<file path="src/spg_pkg.sv">
package spg_pkg;

  // Operation codes carried by the operation field.
  localparam logic [1:0] OP_TICK   = 2'd0;
  localparam logic [1:0] OP_WRITE  = 2'd1;
  localparam logic [1:0] OP_ATTACH = 2'd2;
  localparam logic [1:0] OP_DETACH = 2'd3;

  // Default parameter values.
  localparam int CLOCK_MHZ_DEF  = 16;
  localparam int REFRESH_US_DEF = 20000;
  localparam int MIN_US_DEF     = 544;
  localparam int MAX_US_DEF     = 2400;
  localparam int TRIM_TICKS_DEF = 2;

  // Fixed constants of the pulse arithmetic.
  localparam int DEFAULT_US     = 1500;
  localparam int PRESCALE       = 8;
  localparam int PRESCALE_SHIFT = 3;
  localparam int MAX_DEGREES    = 180;

  // Field widths.
  localparam int OP_W    = 2;
  localparam int VALUE_W = 16;
  localparam int US_W    = 12;
  localparam int TICKS_W = 16;
  localparam int DEG_W   = 8;

  // Angle to microseconds lookup, one entry per whole degree.
  localparam int ANGLE_ENTRIES = 256;
  typedef logic [US_W-1:0] angle_table_t [ANGLE_ENTRIES];

  // Load strobes for the two readback stages.
  typedef struct packed {
    logic load_rb;
    logic load_out;
  } rb_ctrl_t;

  function automatic angle_table_t build_angle_table(input int min_us, input int max_us);
    angle_table_t t;
    for (int i = 0; i < ANGLE_ENTRIES; i++) begin
      if (i <= MAX_DEGREES) begin
        t[i] = US_W'(i * (max_us - min_us) / MAX_DEGREES + min_us);
      end else begin
        t[i] = US_W'(max_us);
      end
    end
    return t;
  endfunction

endpackage

</file>
<file path="src/spg_pulse_core.sv">
module spg_pulse_core
  import spg_pkg::*;
#(
  parameter int CLOCK_MHZ  = CLOCK_MHZ_DEF,
  parameter int REFRESH_US = REFRESH_US_DEF,
  parameter int MIN_US     = MIN_US_DEF,
  parameter int MAX_US     = MAX_US_DEF,
  parameter int TRIM_TICKS = TRIM_TICKS_DEF
) (
  input  logic                      clk,
  input  logic                      rst,
  input  logic                      load,
  input  logic [OP_W-1:0]           operation,
  input  logic signed [VALUE_W-1:0] value,
  output logic                      pin_level,
  output logic                      attached,
  output logic [TICKS_W-1:0]        pulse_ticks
);

  localparam angle_table_t AngleTable = build_angle_table(MIN_US, MAX_US);

  localparam logic [TICKS_W-1:0] TrimTicks = TICKS_W'(TRIM_TICKS);
  localparam logic [TICKS_W-1:0] RefreshTicks = TICKS_W'((CLOCK_MHZ * REFRESH_US) / PRESCALE);
  localparam logic [TICKS_W-1:0] RefreshMatch = RefreshTicks - TrimTicks;
  localparam logic [TICKS_W-1:0] DefaultTicks = TICKS_W'((CLOCK_MHZ * DEFAULT_US) / PRESCALE);
  localparam logic signed [VALUE_W-1:0] MinUsS = VALUE_W'(MIN_US);
  localparam logic signed [VALUE_W-1:0] MaxUsS = VALUE_W'(MAX_US);
  localparam logic signed [VALUE_W-1:0] MaxDegS = VALUE_W'(MAX_DEGREES);
  localparam int ProdW = US_W + 6;

  logic                 high_phase, high_phase_next;
  logic [TICKS_W-1:0]   frame_count, frame_count_next;
  logic [TICKS_W-1:0]   match_point, match_point_next;
  logic                 pin_level_next, attached_next;
  logic [TICKS_W-1:0]   pulse_ticks_next;

  logic [DEG_W-1:0]     deg_idx;
  logic [US_W-1:0]      write_us;
  logic [ProdW-1:0]     write_prod;
  logic [TICKS_W-1:0]   write_ticks;

  // Position write: an angle goes through the lookup, a time is clamped.
  always_comb begin
    if (value[VALUE_W-1]) begin
      deg_idx = '0;
    end else if (value > MaxDegS) begin
      deg_idx = DEG_W'(MAX_DEGREES);
    end else begin
      deg_idx = value[DEG_W-1:0];
    end
    if (value < MinUsS) begin
      write_us = AngleTable[deg_idx];
    end else if (value > MaxUsS) begin
      write_us = US_W'(MAX_US);
    end else begin
      write_us = value[US_W-1:0];
    end
    write_prod  = ProdW'(CLOCK_MHZ) * ProdW'(write_us - US_W'(TRIM_TICKS));
    write_ticks = TICKS_W'(write_prod >> PRESCALE_SHIFT);
  end

  always_comb begin
    pin_level_next   = pin_level;
    attached_next    = attached;
    pulse_ticks_next = pulse_ticks;
    high_phase_next  = high_phase;
    frame_count_next = frame_count;
    match_point_next = match_point;
    unique case (operation)
      OP_TICK: begin
        if (attached) begin
          if (frame_count == match_point) begin
            if (!high_phase) begin
              pin_level_next   = 1'b1;
              frame_count_next = '0;
              match_point_next = pulse_ticks - TrimTicks;
              high_phase_next  = 1'b1;
            end else begin
              pin_level_next   = 1'b0;
              match_point_next = RefreshMatch;
              high_phase_next  = 1'b0;
              frame_count_next = frame_count + 1'b1;
            end
          end else begin
            frame_count_next = frame_count + 1'b1;
          end
        end
      end
      OP_WRITE: begin
        pulse_ticks_next = write_ticks;
      end
      OP_ATTACH: begin
        if (!attached) begin
          pulse_ticks_next = DefaultTicks;
          high_phase_next  = 1'b0;
          frame_count_next = '0;
          match_point_next = '0;
          attached_next    = 1'b1;
        end
      end
      OP_DETACH: begin
        attached_next = 1'b0;
      end
    endcase
  end

  always_ff @(posedge clk) begin
    if (rst) begin
      pin_level   <= 1'b0;
      attached    <= 1'b0;
      pulse_ticks <= '0;
      high_phase  <= 1'b0;
      frame_count <= '0;
      match_point <= '0;
    end else if (load) begin
      pin_level   <= pin_level_next;
      attached    <= attached_next;
      pulse_ticks <= pulse_ticks_next;
      high_phase  <= high_phase_next;
      frame_count <= frame_count_next;
      match_point <= match_point_next;
    end
  end

endmodule

</file>
<file path="src/spg_readback.sv">
module spg_readback
  import spg_pkg::*;
#(
  parameter int CLOCK_MHZ  = CLOCK_MHZ_DEF,
  parameter int MIN_US     = MIN_US_DEF,
  parameter int MAX_US     = MAX_US_DEF,
  parameter int TRIM_TICKS = TRIM_TICKS_DEF
) (
  input  logic                clk,
  input  rb_ctrl_t            ctrl,
  input  logic                pin_in,
  input  logic                active_in,
  input  logic [TICKS_W-1:0]  pulse_ticks,
  output logic                pin_level,
  output logic                active,
  output logic [US_W-1:0]     readback_us,
  output logic [DEG_W-1:0]    readback_degrees
);

  // Division by the clock rate and by the span is a multiply by a rounded-up
  // reciprocal; the shifts are wide enough that the floor is exact for every
  // reachable operand.
  localparam int RbShift  = 25;
  localparam int RbRecipW = 23;
  localparam logic [RbRecipW-1:0] RbRecip =
    RbRecipW'(((longint'(1) << RbShift) + CLOCK_MHZ - 1) / CLOCK_MHZ);
  localparam int RbNumW  = TICKS_W + PRESCALE_SHIFT;
  localparam int RbProdW = RbNumW + RbRecipW;

  localparam int DegShift  = 24;
  localparam int DegRecipW = 23;
  localparam longint SpanUs = longint'(MAX_US - MIN_US);
  localparam logic [DegRecipW-1:0] DegRecip =
    DegRecipW'(((longint'(MAX_DEGREES) << DegShift) + SpanUs - 1) / SpanUs);
  localparam int DegProdW = US_W + DegRecipW;
  localparam int DegQW    = DegProdW - DegShift;

  logic                rb_pin, rb_active;
  logic [US_W-1:0]     rb_us;
  logic [RbProdW-1:0]  rb_prod;
  logic [US_W-1:0]     rb_us_next;

  logic [US_W:0]       num;
  logic [US_W-1:0]     diff;
  logic [DegProdW-1:0] deg_prod;
  logic [DegQW-1:0]    deg_q;
  logic [DEG_W-1:0]    deg_next;

  always_comb begin
    rb_prod    = RbProdW'({pulse_ticks, {PRESCALE_SHIFT{1'b0}}}) * RbProdW'(RbRecip);
    rb_us_next = US_W'(rb_prod >> RbShift) + US_W'(TRIM_TICKS);
  end

  always_comb begin
    num      = {1'b0, rb_us} + 1'b1;
    diff     = US_W'(num - (US_W + 1)'(MIN_US));
    deg_prod = DegProdW'(diff) * DegProdW'(DegRecip);
    deg_q    = DegQW'(deg_prod >> DegShift);
    if (num <= (US_W + 1)'(MIN_US)) begin
      deg_next = '0;
    end else if (deg_q > DegQW'(MAX_DEGREES)) begin
      deg_next = DEG_W'(MAX_DEGREES);
    end else begin
      deg_next = deg_q[DEG_W-1:0];
    end
  end

  always_ff @(posedge clk) begin
    if (ctrl.load_rb) begin
      rb_pin    <= pin_in;
      rb_active <= active_in;
      rb_us     <= rb_us_next;
    end
    if (ctrl.load_out) begin
      pin_level        <= rb_pin;
      active           <= rb_active;
      readback_us      <= rb_us;
      readback_degrees <= deg_next;
    end
  end

endmodule

</file>
<file path="src/servo_pulse_generator_top.sv">
// An accepted word reaches the output after the servo state and microsecond readback
// stages. Throughput: one word per cycle while the output is not stalled; the state
// update and the two readbacks each take one register stage, so nothing loops back.
// Reset (rst, synchronous, active high) detaches the servo, drives the pin low, clears
// the stored pulse, the frame counter and the pipeline valid flags.
module servo_pulse_generator_top
  import spg_pkg::*;
#(
  parameter int CLOCK_MHZ  = CLOCK_MHZ_DEF,
  parameter int REFRESH_US = REFRESH_US_DEF,
  parameter int MIN_US     = MIN_US_DEF,
  parameter int MAX_US     = MAX_US_DEF,
  parameter int TRIM_TICKS = TRIM_TICKS_DEF
) (
  input  logic                      clk,
  input  logic                      rst,
  input  logic                      in_valid,
  output logic                      in_stall,
  input  logic [OP_W-1:0]           operation,
  input  logic signed [VALUE_W-1:0] value,
  output logic                      out_valid,
  input  logic                      out_stall,
  output logic                      pin_level,
  output logic                      active,
  output logic [US_W-1:0]           readback_us,
  output logic [DEG_W-1:0]          readback_degrees
);

  // The pipeline has four places a word can sit:
  //   stage 0 holds the accepted word (operation and value),
  //   stage 1 is the servo state itself, right after the word was applied,
  //   stage 2 holds the readback in microseconds,
  //   stage 3 is the output register with the readback in degrees.
  // Each stage takes a new word when it is empty or when its own word moves on, so
  // bubbles close up and the input flows while a result waits, until all stages fill.
  logic                     valid0, valid1, valid2;
  logic [OP_W-1:0]          op0;
  logic signed [VALUE_W-1:0] value0;

  logic ready0, ready1, ready2, ready3;
  logic move01, move12, move23;

  logic                 core_pin, core_attached;
  logic [TICKS_W-1:0]   core_ticks;
  rb_ctrl_t             rb_ctrl;

  assign ready3 = !out_valid || !out_stall;
  assign ready2 = !valid2 || ready3;
  assign ready1 = !valid1 || ready2;
  assign ready0 = !valid0 || ready1;

  assign move01 = valid0 && ready1;
  assign move12 = valid1 && ready2;
  assign move23 = valid2 && ready3;

  assign in_stall = !ready0;

  always_ff @(posedge clk) begin
    if (rst) begin
      valid0    <= 1'b0;
      valid1    <= 1'b0;
      valid2    <= 1'b0;
      out_valid <= 1'b0;
    end else begin
      valid0    <= (in_valid && ready0) || (valid0 && !ready1);
      valid1    <= move01 || (valid1 && !ready2);
      valid2    <= move12 || (valid2 && !ready3);
      out_valid <= move23 || (out_valid && out_stall);
    end
  end

  // The input register only loads when the stage is free, so a held word stays put.
  // The operation starts out as a tick so the state decoder always sees a known code.
  always_ff @(posedge clk) begin
    if (rst) begin
      op0 <= OP_TICK;
    end else if (in_valid && ready0) begin
      op0    <= operation;
      value0 <= value;
    end
  end

  // The servo state is written only when stage 1 is free, which keeps the state
  // registers equal to the stage 1 word for as long as that word waits.
  spg_pulse_core #(
    .CLOCK_MHZ  (CLOCK_MHZ),
    .REFRESH_US (REFRESH_US),
    .MIN_US     (MIN_US),
    .MAX_US     (MAX_US),
    .TRIM_TICKS (TRIM_TICKS)
  ) u_core (
    .clk         (clk),
    .rst         (rst),
    .load        (move01),
    .operation   (op0),
    .value       (value0),
    .pin_level   (core_pin),
    .attached    (core_attached),
    .pulse_ticks (core_ticks)
  );

  assign rb_ctrl = '{load_rb: move12, load_out: move23};

  spg_readback #(
    .CLOCK_MHZ  (CLOCK_MHZ),
    .MIN_US     (MIN_US),
    .MAX_US     (MAX_US),
    .TRIM_TICKS (TRIM_TICKS)
  ) u_readback (
    .clk              (clk),
    .ctrl             (rb_ctrl),
    .pin_in           (core_pin),
    .active_in        (core_attached),
    .pulse_ticks      (core_ticks),
    .pin_level        (pin_level),
    .active           (active),
    .readback_us      (readback_us),
    .readback_degrees (readback_degrees)
  );

  // With the output register empty every stage can move, so the input never stalls.
  a_no_stall_when_empty: assert property (@(posedge clk) disable iff (rst)
    !out_valid |-> !in_stall)
    else $error("input stalled while the output register was empty");

  // A detached servo keeps its pin frozen.
  a_pin_frozen_detached: assert property (@(posedge clk) disable iff (rst)
    !core_attached |=> $stable(core_pin))
    else $error("pin changed while detached");

  // Attaching from the detached state always leaves the servo attached.
  a_attach_takes: assert property (@(posedge clk) disable iff (rst)
    (move01 && op0 == OP_ATTACH) |=> core_attached)
    else $error("attach did not take effect");

  // The servo state only changes when a word is applied to it.
  a_state_holds: assert property (@(posedge clk) disable iff (rst)
    !move01 |=> ($stable(core_ticks) && $stable(core_attached)))
    else $error("servo state changed without a word");

endmodule

</file>
<file path="config.mk">
export PLATFORM = sky130hd
export DESIGN_NAME = servo_pulse_generator_top
export DESIGN_NICKNAME = d
export VERILOG_FILES = /design/src/spg_pkg.sv /design/src/spg_pulse_core.sv /design/src/spg_readback.sv /design/src/servo_pulse_generator_top.sv
export SDC_FILE = /design/constraint.sdc
export NUM_CORES = 1
export LEC_CHECK = 0
export BUFFER_PORTS_ARGS = -buffer_cell sky130_fd_sc_hd__buf_2
export CORE_MARGIN = 3
export CORE_UTILIZATION = 29
export CTS_CLUSTER_SIZE = 25
export DETAILED_ROUTE_END_ITERATION = 8
export PLACE_DENSITY = 0.49
export SLEW_MARGIN = 10
export SYNTH_ARGS = -nofsm -noshare
export SYNTH_HDL_FRONTEND = slang
export SYNTH_SLANG_ARGS = --single-unit
</file>
<file path="constraint.sdc">
create_clock -name clk -period 17.8 [get_ports clk]
set_clock_uncertainty 0.05 [all_clocks]
set_input_delay 1.78 -clock clk [delete_from_list [all_inputs] [get_ports clk]]
set_output_delay 1.78 -clock clk [all_outputs]
set_load 0.01 [all_outputs]
</file>
==> results_dict.tcl, run 1 <==
set metrics [dict create \
    grt_pass1_vias 10300 \
    drive_gt1_share_pct 7.62 \
    core_sq_um 39900 \
    synthTopCellsByCount "inv_1 (166), ha_1 (116), nor2_1 (109)" \
    cts_resized 0 \
    syn_area_sq_um 11800 \
    numCtsBuffers 9 \
    dr.pass1.iters 5 \
    dp_hpwl_mm 27.5 \
    drt_iter0_markers 836 \
    yosysUniqueCellTypes 85 \
    netlist_instances 1357 \
    numPortBuffers 45 \
    fillers 4173 \
    critPathLaunchType "flip-flop" \
    seqPwrFrac_pct 25.9 \
    grt.total_usage_pct 16.6 \
    die-area_sq_um 43000 \
    worst_skew_pair.late_latency_ps 360 \
    end_kind "flip-flop" \
    synth_edf_count 52 \
    clk_pin_slew_ps 80 \
    grt_max_degree 41 \
    start_util_pct 29.4 \
    wire_per_inst_um 19.0 \
    ios 46 \
    synth_top_cell_area_share_pct 14.8 \
    cts_tree "done" \
    drc_errors 0 \
    num_vias 10300 \
    ant_nets 0 \
    fmax_mhz 115 \
    p_per_area_nw_per_um2 84.8 \
    final_nets 1585 \
    setup_violations 0 \
    h-tree-depth 3 \
    ir_worst_vdd_v 0.0000573 \
    yosysTopAreaCell "fa_1" \
    ctsLongestPathBuffers 2 \
    via_per_inst 5.43 \
    power.internal_uw 621 \
    path_class "flip-flop to flip-flop" \
    slew_headroom_pct 23.5 \
    synth-main-ff-cell "dfxtp_1" \
    synthArstFlopShare_pct 0 \
    grt_overflow 0 \
    die_w_um 207 \
    path_max_fanout 9 \
    multi_input_area_sq_um 8250 \
    synth_most_common_cell "inv_1" \
    fin_tns_setup_ps 0 \
    totalWireLength_mm 35.9 \
    yosysSeqAreaShare_pct 22.3 \
    avgSynthCellArea_sq_um 8.66 \
    area_delta_synth_final_pct 9.01 \
    yosys-top-cells-area "fa_1 (15%), edfxtp_1 (13%), ha_1 (12%)" \
    rsz0062_at_grt "false" \
    fin_crit_sh_pct 48.9 \
    leakage_nw 5.39 \
    total_power_mw 1.09 \
    synth-warning-count 0 \
    diodes 0 \
    worstPathRequired_ps 17870 \
    cap_violations 0 \
    grt_pass1_wl_mm 58.0 \
    die_h_um 207 \
    hp-class "flip-flop to flip-flop" \
    finalCriticalPeriod_ps 8710 \
    post_cts_buffers 0 \
    hold_violations 0 \
    rows 73 \
    p_clk_share_pct 18.6 \
    syn_nets 1582 \
    gp_congestion 0.970 \
    seq_area_sq_um 2620 \
    ctsHoldBuffers 0 \
    ys_ff_latch 105 \
    switching_share_pct 42.9 \
    drv_slew 0 \
    pwr-share-comb_pct 55.5 \
    status "completed" \
    antenna_found_initial 0 \
    cts.sinks 105 \
    crit_arrival_ps 8780 \
    power.switching_uw 466 \
    tightestPinTransition_ps 1140 \
    cts-root-buf "clkbuf_16" \
]
cells in the final DEF, fill, tap and decap left out, types with 14 or more instances in the layout:
| cell type | Yosys | final |
|---|---|---|
| o21ai_0 | 60 | 60 |
| fa_1 | 87 | 87 |
| a211oi_1 | 19 | 19 |
| a21oi_1 | 67 | 66 |
| ha_1 | 116 | 116 |
| nor4_1 | 22 | 22 |
| and3_1 | 20 | 20 |
| inv_1 | 166 | 167 |
| xor2_1 | 47 | 47 |
| nor3_1 | 35 | 35 |
| a31oi_1 | 21 | 20 |
| nand4_1 | 17 | 17 |
| xnor2_1 | 33 | 33 |
| dfxtp_1 | 53 | 53 |
| nand2_1 | 87 | 87 |
| o211ai_1 | 15 | 15 |
| edfxtp_1 | 52 | 52 |
| nand3_1 | 47 | 47 |
| nor2_1 | 109 | 108 |
| buf_2 | 10 | 45 |
| buf_4 | 0 | 16 |
| a21o_1 | 14 | 14 |
power by group through the flow:
| stage | clock network, mW | registers (mW) | logic [mW] |
|---|---|---|---|
| 2_1_floorplan | 0 | 0.278 | 0.467 |
| 3_3_place_gp | 0 | 0.286 | 0.607 |
| 3_5_place_dp | 0 | 0.286 | 0.612 |
| 4_1_cts | 0.211 | 0.281 | 0.617 |
| 5_1_grt | 0.221 | 0.282 | 0.709 |
| 6_report | 0.202 | 0.281 | 0.603 |
final timing paths:
kind / slack (ps) / endpoint / depth (start not counted) / startpoint
setup / recovery: 9090 / u_readback.readback_degrees[4] / 26 / u_readback.rb_us[2]
hold / removal: 380 / u_readback.active / 0 / u_readback.rb_active
setup reg to reg: 9090 / u_readback.readback_degrees[4] / 26 / u_readback.rb_us[2]
hold reg to reg: 380 / u_readback.active / 0 / u_readback.rb_active
cell type report:
cell class / count / share of cell area (%)
Clock buffer: 10 / 1.95
Sequential cell: 105 / 20.5
Tap cell: 525 / 5.13
Clock inverter: 6 / 0.371
Inverter: 168 / 4.94
Timing Repair Buffer: 61 / 2.70
Multi-Input combinational cell: 1015 / 64.4
cell families after synthesis:
family	after synthesis	share of synthesized area (%)
mux	6	0.618
compound gates	328	19.3
simple gates	398	16.8
xor+xnor	80	5.96
flops	105	22.3
fa+ha+maj	203	27.2
buf+inv	237	7.83
through the flow:
step	hold slack (ps)	std cells	instance area [sq um]	utilization (%)	worst slack, ps
floorplan	350	1357	11800	-	10050
global placement	358	1874	12500	31.3	9290
detailed placement	364	1874	12500	31.3	9040
CTS	383	1890	12800	32.1	9020
global route	393	1890	12800	32.1	8450
finish	379	1890	12800	32.1	9090
critical path, cell delays in order (launching register included):
cell and delay [ps]:
edfxtp_1 470, and3_1 210, nor2b_1 160, xnor2_1 840, ha_1 360, and2_1 170
o21ai_0 140, xnor2_1 270, inv_1 140, fa_1 600, inv_1 100, fa_1 470
fa_1 520, fa_1 520, fa_1 540, inv_1 40, ha_1 300, a21o_1 160
a211oi_1 200, o21ai_0 120, a21oi_1 400, nor3_1 100, o21ai_0 380, a21oi_1 190
a221oi_1 370, xnor2_1 270, o31a_1 350
flip-flops by register name, summed over array words and instances (netlist names), 2 cells and up:
register and cells:
value0 16, u_core.match_point 15, u_core.pulse_ticks 13, u_readback.rb_us 12, op0 2, u_readback.readback_us 12, u_core.frame_count 16, u_readback.readback_degrees 8
per-layer routing:
metal	vias up	part of all wire [%]	routed length [um]	track usage, %
met5	-	0	0	0
met4	0	2.7	958	5.13
met3	75	6.1	2180	2.07
met2	378	47	17100	27.7
met1	4950	44	15700	22.4
li1	4852	-	-	-
Power figures use the tool's default switching activity.
==> run 2: changes to the inputs <==
- clock period: 17.8 -> 8.4 ns (I/O delays scaled with it)
==> run 2 against run 1 <==
- non-clock buffer count grew 10
- register-to-register slack lost 8600 ps
- sequential cell count did not move
- worst hold slack worse by 6.0 ps
- via count barely moved
- power rose by 120%
- global-route usage fell by 0.16 points
- final area increased by 0.87%
- worst setup slack lost 8600 ps
- highest routed layer unchanged
- die area unchanged
- maximum frequency rose by 10%
- combinational power grew 120%
==> results_dict.tcl, run 2 (synthesized netlist as in run 1, its figures left out) <==
set metrics [dict create \
    grt_pass1_vias 10200 \
    rows 73 \
    grt_pass1_wl_mm 57.2 \
    worstPathRequired_ps 8460 \
    cts.sinks 105 \
    numCtsBuffers 9 \
    fmax_mhz 127 \
    grt_max_degree 41 \
    start_util_pct 29.4 \
    slew_headroom_pct 23.5 \
    ctsHoldBuffers 0 \
    cts_tree "done" \
    totalWireLength_mm 36.0 \
    num_vias 10300 \
    whs_path_depth 0 \
    worst_skew_pair.late_latency_ps 370 \
    grt_overflow 0 \
    drc_errors 0 \
    dp.cells 1882 \
    min_to "u_readback.pin_level" \
    clk_pin_slew_ps 80 \
    ios 46 \
    cts-root-buf "clkbuf_16" \
    layout_commonest_cell "inv_1" \
    hp-class "flip-flop to flip-flop" \
    cp_slowest_cell "fa_1" \
    ant_nets 0 \
    dp_hpwl_mm 27.5 \
    instances_no_fill 1900 \
    ctsLongestPathBuffers 2 \
    status "completed" \
    die_w_um 207 \
    setup_violations 0 \
    p_per_area_nw_per_um2 182 \
    drive_gt1_share_pct 8.58 \
    top_regs "u_core.frame_count (16), value0 (16), u_core.match_point (15)" \
    gp_congestion 0.932 \
    wire_per_inst_um 18.9 \
    reg2regPathDepth 28 \
    tightestPinTransition_ps 1140 \
    crit_arrival_ps 7960 \
    dr.pass1.iters 6 \
    via_per_inst 5.40 \
    fin_tns_setup_ps 0 \
    grt.total_usage_pct 16.4 \
    path_class "flip-flop to flip-flop" \
    antenna_found_initial 0 \
    core_sq_um 39900 \
    layout_common_cells "inv_1 (166), ha_1 (116), nor2_1 (108)" \
    finalCriticalPeriod_ps 7900 \
    numPortBuffers 45 \
    worst_hold_startpoint "u_readback.rb_pin" \
    hold_violations 0 \
    path_max_fanout 8 \
    drv_slew 0 \
    slowest_delay_ps 540 \
    post-route-util_pct 32.4 \
    rsz0062_at_grt "false" \
    die-area_sq_um 43000 \
    fin_crit_sh_pct 94.0 \
    diodes 0 \
    r2r_start "u_readback.rb_us[2]" \
    r2r-end "u_readback.readback_degrees[4]" \
    drt_iter0_markers 920 \
    leakage_nw 5.44 \
    ir_worst_vdd_v 0.000132 \
    h-tree-depth 3 \
    critPathLaunchType "flip-flop" \
    cap_violations 0 \
    final_nets 1595 \
    rrSetupSlack_ps 500 \
    end_kind "flip-flop" \
    area_delta_synth_final_pct 9.95 \
    die_h_um 207 \
    total_power_mw 2.36 \
]
## run 2: changes by cell type in the layout (fill, tap and decap cells not counted), sizes merged
| cell | before | now |
|---|---|---|
| buf | 61 | 71 |
| bufinv | 0 | 1 |
| clkbuf | 10 | 9 |
| clkinv | 2 | 3 |
| inv | 171 | 170 |
## run 2: worst max path at each step
stage                             start                             end
finish              u_readback.rb_us[2]  u_readback.readback_degrees[4]
global route        u_readback.rb_us[2]  u_readback.readback_degrees[1]
CTS                 u_readback.rb_us[1]  u_readback.readback_degrees[4]
detailed placement  u_readback.rb_us[1]  u_readback.readback_degrees[4]
global placement    u_readback.rb_us[1]  u_readback.readback_degrees[5]
floorplan           u_readback.rb_us[2]  u_readback.readback_degrees[4]
## run 2: critical path: cells and delay by family (launching register included)
family          cells  cell delay (ps)
compound gates     10             2270
flops               1              470
buf+inv             5              340
fa+ha+maj           7             3040
simple gates        3              640
xor+xnor            3              820
## run 2: layer usage
layer | share of wire (%) | wire [um] | GRT usage [%]
met1 | 44 | 15900 | 21.8
met2 | 47 | 16800 | 27.0
met3 | 5.8 | 2080 | 2.63
met4 | 3.2 | 1150 | 5.92
met5 | 0 | 0 | 0
## run 2: area by class of cell
cell class              count  area (sq um)
repair buffers             71           420
clock buffers               9           225
inverters                 168           633
well taps                 525           657
clock inverters             7          86.3
fillers                  4241         27000
flip-flops and latches    105          2620
multi-input cells        1015          8280
## run 2: what timing repair did
action                                  in CTS  in global routing
resized for setup                            0                  5
buffers inserted                             0                  2
endpoints found under the setup margin       0                  8
## run 2: power breakdown
part | total, mW | switching [mW] | leakage (nW) | internal [mW]
sequential | 0.588 | 0.0230 | 0.905 | 0.565
clock | 0.451 | 0.214 | 0.149 | 0.237
combinational | 1.32 | 0.776 | 4.39 | 0.540
## run 2: per-stage QoR
stage	hold WS, ps	cell area (sq um)	worst slack [ps]
floorplan	350	11800	650
global placement	356	12600	438
detailed placement	356	12600	278
CTS	375	12900	244
global route	384	12900	6.42
finish	373	12900	505
==> run 3: changes to the inputs <==
- clock period: 8.4 -> 7.42 ns (I/O delays scaled with it)
==> run 3 against run 2 <==
- via count up 1.6%
- clock-buffer cell count did not move
- sequential cell count is the same
- global-route usage about the same
- worst setup slack got worse by 240 ps
- die area did not move
- non-clock buffer count is 37 higher
- first-iteration DRC count up 22%
- critical path depth rose by 3
- worst hold slack better by 18 ps
- combinational power grew 24%
- critical path type unchanged
==> results_dict.tcl, run 3 (synthesized netlist as in run 1, its figures left out) <==
set metrics [dict create \
    area_delta_synth_final_pct 14.2 \
    cts.sinks 105 \
    die_h_um 207 \
    ios 46 \
    cts-root-buf "clkbuf_16" \
    numPortBuffers 45 \
    critPathLaunchType "flip-flop" \
    grt_overflow 0 \
    via_per_inst 5.38 \
    slew_headroom_pct 22.0 \
    numCtsBuffers 9 \
    antenna_found_initial 1 \
    hp-class "flip-flop to flip-flop" \
    top_regs "u_core.frame_count (16), value0 (16), u_core.match_point (15)" \
    fin_crit_sh_pct 96.4 \
    dr.pass1.iters 5 \
    grt_pass1_wl_mm 57.1 \
    h-tree-depth 3 \
    path_class "flip-flop to flip-flop" \
    diodes 0 \
    ant_nets 0 \
    cts_tree "done" \
    wire_per_inst_um 18.9 \
    cap_violations 0 \
    die_w_um 207 \
    gp_congestion 0.950 \
    clk_pin_slew_ps 90 \
    final_area_sq_um 13400 \
    setup_violations 0 \
    num_vias 10400 \
    cp_slowest_cell "fa_1" \
    start_util_pct 29.4 \
    end_kind "flip-flop" \
    status "completed" \
    crit_arrival_ps 7240 \
    leakage_nw 5.67 \
    drc_errors 0 \
    drive_gt1_share_pct 13.7 \
    ctsLongestPathBuffers 2 \
    drv_slew 0 \
    multi_input_area_sq_um 8500 \
    dp_slack_ps -57.5 \
    totalWireLength_mm 36.6 \
    path_max_fanout 8 \
    cp_common_cell "inv_1" \
    worst_skew_pair.late_latency_ps 360 \
    grt.total_usage_pct 16.4 \
    worst_slack_ps 269 \
    drt_iter0_markers 1126 \
    dp_hpwl_mm 27.9 \
    core_sq_um 39900 \
    placed_cell_area_sq_um 12900 \
    slowest_delay_ps 540 \
    post-route-util_pct 33.6 \
    p_per_area_nw_per_um2 210 \
    tightestPinTransition_ps 1170 \
    ir_worst_vdd_v 0.000132 \
    layout_common_cells "inv_1 (161), ha_1 (114), nor2_1 (106)" \
    finalCriticalPeriod_ps 7150 \
    rows 73 \
    hold_violations 0 \
    worstPathRequired_ps 7500 \
    seq_area_sq_um 2620 \
    final_nets 1632 \
    die-area_sq_um 43000 \
    grt_pass1_vias 10200 \
    layout_commonest_cell "inv_1" \
    fmax_mhz 140 \
    fillers 4168 \
    grt_max_degree 41 \
]
run 3: timing repair:
action / in CTS / in global routing
setup endpoints to repair: 7 / 8
gates resized for setup: 3 / 46
setup buffers: 0 / 4
pin swaps: 0 / 30
hold buffers: 0 / 0
gates cloned: 0 / 0
run 3: cell type report:
cell class	count	area share, %
multi-input combinational	1015	63.3
sequential	105	19.5
timing repair buffer	108	5.23
tap	525	4.89
inverter	168	4.72
clock buffer	9	1.68
clock inverter	7	0.643
run 3: report_power, final:
group	switching, mW	internal, mW	leakage, nW
combinational	0.934	0.709	4.62
clock	0.247	0.269	0.149
sequential	0.0261	0.640	0.905
run 3: path summary, 6_finish.rpt:
| path | start | to | slack, ps | depth (start not counted) |
|---|---|---|---|---|
| worst min-delay path | u_core.pin_level | u_readback.rb_pin | 390 | 0 |
| worst max register to register | u_readback.rb_us[3] | u_readback.readback_degrees[2] | 270 | 31 |
| worst min register to register | u_core.pin_level | u_readback.rb_pin | 390 | 0 |
| worst max-delay path | u_readback.rb_us[3] | u_readback.readback_degrees[2] | 270 | 31 |
run 3: metal layers:
layer  up-vias  part of all wire (%)  track usage [%]  routed length [um]
met1      4999                    44             22.1               16000
met3        77                   6.6             2.74                2400
li1       4935                     -                -                   -
met4         0                   3.0             5.88                1110
met2       407                    47             26.7               17100
met5         -                     0                0                   0
run 3: worst max-delay path: cells and delay by family (launching register included):
family	cells	cell delay, ps
AND/OR/NAND/NOR	6	740
AO/OA/AOI/OAI	9	1900
buffers and inverters	7	640
XOR/XNOR	3	600
flip-flops	1	350
adder cells (fa/ha/maj)	6	2620
run 3: through the flow:
stage / power, mW / TNS (ps) / std cells / hold WS (ps)
floorplan: 1.80 / 0 / 1357 / 350
global placement: 2.22 / 0 / 1917 / 366
detailed placement: 2.23 / -144 / 1917 / 379
CTS: 2.78 / 0 / 1933 / 397
global route: 3.13 / -415 / 1937 / 399
finish: 2.83 / 0 / 1937 / 391
